<file path="config.mk">
export PLATFORM = sky130hd
export DESIGN_NAME = ssi_cell
export DESIGN_NICKNAME = d
export VERILOG_FILES = /design/src/hdl/ssi_pkg.sv /design/src/hdl/ssi_cell.sv
export SDC_FILE = /design/constraint.sdc
export NUM_CORES = 1
export LEC_CHECK = 0
export BUFFER_PORTS_ARGS = -buffer_cell sky130_fd_sc_hd__buf_4
export CORE_MARGIN = 5
export CORE_UTILIZATION = 40
export CTS_BUF_LIST = sky130_fd_sc_hd__clkbuf_4
export CTS_CLUSTER_DIAMETER = 150
export CTS_CLUSTER_SIZE = 8
export DETAILED_ROUTE_END_ITERATION = 8
export PLACE_DENSITY = 0.81
export SYNTH_ARGS = -nofsm -noshare
export SYNTH_HDL_FRONTEND = slang
export SYNTH_SLANG_ARGS = --single-unit
</file>
<file path="constraint.sdc">
create_clock -name i_clk -period 5.23 [get_ports i_clk]
set_clock_uncertainty 0.15 [all_clocks]
set_input_delay 1.046 -clock i_clk [delete_from_list [all_inputs] [get_ports i_clk]]
set_output_delay 1.046 -clock i_clk [all_outputs]
set_load 0.05 [all_outputs]
</file>
<file path="src/hdl/ssi_pkg.sv">
`default_nettype none

package ssi_pkg;

    localparam int KEY_W   = 32;
    localparam int REQ_W   = 2;
    localparam int STAT_W  = 2;
    localparam int COUNT_W = 7;

    typedef enum logic [REQ_W-1:0] {
        REQ_LOOKUP = 2'd0,
        REQ_INSERT = 2'd1,
        REQ_REMOVE = 2'd2,
        REQ_SPARE  = 2'd3
    } t_req;

    typedef enum logic [STAT_W-1:0] {
        STAT_OK      = 2'd0,
        STAT_ABSENT  = 2'd1,
        STAT_PRESENT = 2'd2,
        STAT_FULL    = 2'd3
    } t_status;

    typedef enum logic {
        ST_IDLE,
        ST_UPD
    } t_state;

    // Broadcast to every cell of the row.
    typedef struct packed {
        logic                    cmp;   // latch compare flags against key
        logic                    ins;   // shift right from insert point
        logic                    rem;   // shift left onto removed entry
        logic signed [KEY_W-1:0] key;
    } t_cmd;

    // Per-cell compare result, registered in the cell.
    typedef struct packed {
        logic lt;   // held key below request key
        logic eq;   // held key equals request key
    } t_flags;

endpackage

`default_nettype wire

</file>
<file path="src/hdl/ssi_cell.sv">
`default_nettype none

module ssi_cell #(
    parameter int IDX   = 0,
    parameter int CNT_W = 7
) (
    input  wire logic                            i_clk,
    input  wire ssi_pkg::t_cmd                   i_cmd,
    input  wire logic [CNT_W-1:0]                i_occ,
    input  wire logic signed [ssi_pkg::KEY_W-1:0] i_left_key,
    input  wire logic                            i_left_lt,
    input  wire logic signed [ssi_pkg::KEY_W-1:0] i_right_key,
    output logic signed [ssi_pkg::KEY_W-1:0]     o_key,
    output ssi_pkg::t_flags                      o_flags
);
    import ssi_pkg::*;

    logic signed [KEY_W-1:0] r_key;
    logic signed [KEY_W-1:0] n_key;
    t_flags                  r_flags;
    t_flags                  n_flags;
    logic                    active;

    assign active = (CNT_W'(IDX) < i_occ);

    always_comb begin
        n_flags = r_flags;
        if (i_cmd.cmp) begin
            n_flags.lt = active && (r_key < i_cmd.key);
            n_flags.eq = active && (r_key == i_cmd.key);
        end
    end

    // Entries at or past the insert/remove point move by one place.
    always_comb begin
        n_key = r_key;
        if (i_cmd.ins && !r_flags.lt) begin
            n_key = i_left_lt ? i_cmd.key : i_left_key;
        end else if (i_cmd.rem && !r_flags.lt) begin
            n_key = i_right_key;
        end
    end

    always_ff @(posedge i_clk) begin
        r_key   <= n_key;
        r_flags <= n_flags;
    end

    assign o_key   = r_key;
    assign o_flags = r_flags;

endmodule

`default_nettype wire

</file>
# Word-level counts from Yosys, hierarchy flattened
# Cells that the tools add are included.
[totals] register_bits=34 input_bits=108 out_inout_bits=34 word_cells=15
[classes] order_cmp=2 n_eq_ne=1 mux=3 reduce_logical=6
[op_table] op="2-to-1 mux 32 bit" n=3
[op_table] op="== test 32 bit" n=1
[op_table] op="< comparator 32 bit" n=1
[op_table] op="< comparator 1 x 7 -> 1 bit, first input constant" n=1
[op_table] op="logical AND 1 bit" n=4
[op_table] op="nonzero test 2 bit" n=1
[op_table] op="zero test 1 bit" n=1

# Longest topological paths before layout
[depth] word_depth=4 ltp_mapped=7 ltp_nobuf=7

# Worst setup path after synthesis
# OpenSTA, ideal clock, no wires.
[synth_timing] path_type="in2reg" startpoint="input port i_cmd[33] (netlist bit)" endpoint="register r_key[0] (netlist: o_key[0]) (enable)" setup_ps=422 arrival_ps=2444 required_time_ps=4658 slack_ps=2214 path_stages=2 n_path_buf=0 cell_sequence="nor2_1 -> nor2_1"
[synth_between] elab_chain_cells=2
[synth_rtl] element="from (decl)" line="ssi_cell.sv:8" source="input wire ssi_pkg::t_cmd i_cmd,"
[synth_rtl] element="logical AND 1 bit" line="ssi_cell.sv:37" source="if (i_cmd.ins && !r_flags.lt) begin"
[synth_rtl] element="nonzero test 2 bit (no source line)"
[synth_rtl] element="to (signal assigned)" line="ssi_cell.sv:45" source="r_key <= n_key;"
[synth_rtl] element="to (decl)" line="ssi_cell.sv:18" source="logic signed [KEY_W-1:0] r_key;"
# Every way passes these cells.
# A chain may end at the register's enable or synchronous reset.

# Worst setup path in the final report
[layout_timing] startpoint="input port i_cmd[13] (netlist bit)" endpoint="register r_flags, in the netlist o_flags[1] (data pin)"
[layout_between] elab_chain_cells=2
[layout_rtl] element="< comparator 32 bit" line="ssi_cell.sv:29" source="n_flags.lt = active && (r_key < i_cmd.key);"
[layout_rtl] element="logical AND 1 bit" line="ssi_cell.sv:29"
[layout_rtl] element="to (signal assigned)" line="ssi_cell.sv:46" source="r_flags <= n_flags;"
[layout_rtl] element="to (decl)" line="ssi_cell.sv:20" source="t_flags r_flags;"
# Every way passes these cells.

==> qor.csv <==
stage,metric,value,unit
setup_path,cp_data_required_time,5180,ps
timing,worst_slew_pin_slew,1020,ps
logic_synthesis,synth-seq-cells,34,
route,via_per_inst,4.98,
floorplan,rows,29,
placed_design,place_inst,472,
route,vias,2380,
timing,timing.hold.ws,695,ps
floorplan,die_w,89.7,um
cts,path_clk_slew,110,ps
power,fin_total_pwr,928,uW
timing,rsz0062_at_grt,false,
cts,cts.path.max_buffers,2,
logic_synthesis,async_reset_ff_share,0,%
timing,fin_crit_sh,54.8,%
global_route,grt_pass1_wl,10400,um
route,wl,7000,um
logic_synthesis,postSynthAreaPerCell,9.58,um^2
global_route,antenna_found_initial,0,
global_route,grtUsageTotal,16.8,%
cts,cts_max_level,2,
route,wire_per_inst,14.6,um
power,p_leak,1.89,nW
timing,setup_ws,2360,ps
setup_path,crit_type,primary input to flop,
route,first_pass_iters,4,
timing,finalSetupViolations,0,
hold_path,hp-class,flop to flop,
cts,cts_resized,0,
job,cap_violations,0,
setup_path,arrival,2820,ps
timing,maxSlewViolCount,0,
logic_synthesis,synth_top_cell_by_area,edfxtp_1,
logic_synthesis,ys_seq_area_share,40.2,%
placed_design,globalplace.congestion,0.728,
timing,tns,0,ps
timing,fmax,0.349,GHz
cts,cts_inserted_buffers,5,
floorplan,die_h,89.7,um
status,outcome,finished clean,
logic_synthesis,yosysWarnings,0,
route,drc_errors,0,
placed_design,io_buffers,141,
logic_synthesis,ys_top_cells_by_area,"edfxtp_1 (40%), ha_1 (16%), mux2i_1 (13%)",
logic_synthesis,yosysUniqueCellTypes,25,
setup_path,crit_path_end_kind,flop,
logic_synthesis,synth-main-ff-cell,edfxtp_1,
global_route,grt_overflow,0,
setup_path,start_kind,primary input,
cts,cts.sinks,34,
layout,num_antenna_cells,0,
cts,cts_setup_buffers,0,
logic_synthesis,synth_area,2540,um^2
floorplan,num_io_pins,142,
floorplan,start_util,40.4,%
floorplan,core,6280,um^2
cts,hold_buffers,0,
logic_synthesis,synth.top_cell.area_share,40.2,%
layout,nets,542,
power,peakVddDrop,0.167,mV
logic_synthesis,synth_common_cells,"nand2_1 (42), edfxtp_1 (34), inv_1 (33)",
placed_design,place_ws,2040,ps
logic_synthesis,synth_most_common_cell,nand2_1,
layout,areaGrowthSynthToFinish,45.7,%
cts,cts_tree,built,
timing,period_minus_slack,2870,ps
layout,drive_gt1_share,37.7,%
floorplan,fp.dieArea,8040,um^2
cts,clock_latency,330,ps
global_route,grt_max_degree,65,
cts,root_buffer,clkbuf_4,
timing,hold_violations,0,
power,power_density,251,nW/um^2
logic_synthesis,syn_inst,265,
logic_synthesis,syn_nets,405,
route,drt-initial-drc-count,73,
global_route,first_global_vias,2487,
setup_path,crit_fanout,3,
timing,worst_slew_margin_rel,31.7,%
route,antenna_left,0,
layout,instances_no_fill,478,
placed_design,dp_hpwl,5740,um
logic_synthesis,synth_edf_count,34,
## worst max-delay path, stage by stage
cell	delay (ps)
buf_4	80
inv_1	40
ha_1	300
nand4_1	140
nor4_1	500
o21ai_1	130
a31oi_1	230
mux2_2	350
## final cells by class
type	instances	area [um^2]
fillers	576	2580
multi-input cells	187	1360
repair buffers	141	1060
flip-flops and latches	34	1020
inverters	33	124
well taps	77	96.3
clock buffers	5	37.5
clock inverters	1	3.75
## sequential cells by signal (all words and copies together), names as in the netlist
| name | cells |
|---|---|
| o_key | 32 |
| o_flags | 2 |
## placed cells by master, fill, tap and decap left out
| cell | count |
|---|---|
| a211oi_1 | 2 |
| a21o_1 | 1 |
| a21oi_1 | 14 |
| a31oi_1 | 1 |
| and4_1 | 2 |
| buf_4 | 141 |
| clkbuf_4 | 5 |
| clkinv_1 | 1 |
| edfxtp_1 | 34 |
| ha_1 | 32 |
| inv_1 | 33 |
| mux2_2 | 1 |
| mux2i_1 | 32 |
| nand2_1 | 42 |
| nand2b_1 | 2 |
| nand2b_2 | 1 |
| nand4_1 | 4 |
| nor2_1 | 4 |
| nor2_4 | 1 |
| nor2b_1 | 2 |
| nor4_1 | 2 |
| nor4_4 | 1 |
| nor4b_1 | 1 |
| nor4bb_1 | 1 |
| o21ai_0 | 32 |
| o21ai_1 | 7 |
| o31a_1 | 1 |
| or4_4 | 1 |
## logic make-up after synthesis
group / synth area share, %
AOI/OAI and AO/OA: 11.9
adders and majority gates: 15.8
buffers and inverters: 6.65
DFF: 40.2
muxes: 13.1
and+or+nand+nor: 12.4
## power by group
group | internal (mW) | switching (mW)
Combinational | 0.164 | 0.260
Clock | 0.0459 | 0.0844
Sequential | 0.353 | 0.0210
Total | 0.563 | 0.365
## metrics by stage
step / util (%) / cell area, um^2
global route: 58.9 / 3700
global placement: 58.3 / 3660
detailed placement: 58.3 / 3660
CTS: 58.9 / 3700
floorplan: - / 2540
finish: 58.9 / 3700
## routing by layer
layer / up-vias / GRT usage (%) / wire length [um]
met5: - / 0 / 0
met4: 0 / 5.55 / 100
met3: 10 / 4.29 / 599
met2: 88 / 31.0 / 3560
met1: 1063 / 18.7 / 2740
li1: 1219 / - / -
## final timing paths
kind         startpoint    endpoint  slack [ps]  depth (start not counted)
max reg2reg   o_key[13]  o_flags[1]        2760                          6
min reg2reg  o_flags[1]   o_key[29]         700                          1
max           i_cmd[13]  o_flags[1]        2360                          8
min          o_flags[1]   o_key[29]         700                          1
Power figures use the tool's default switching activity.
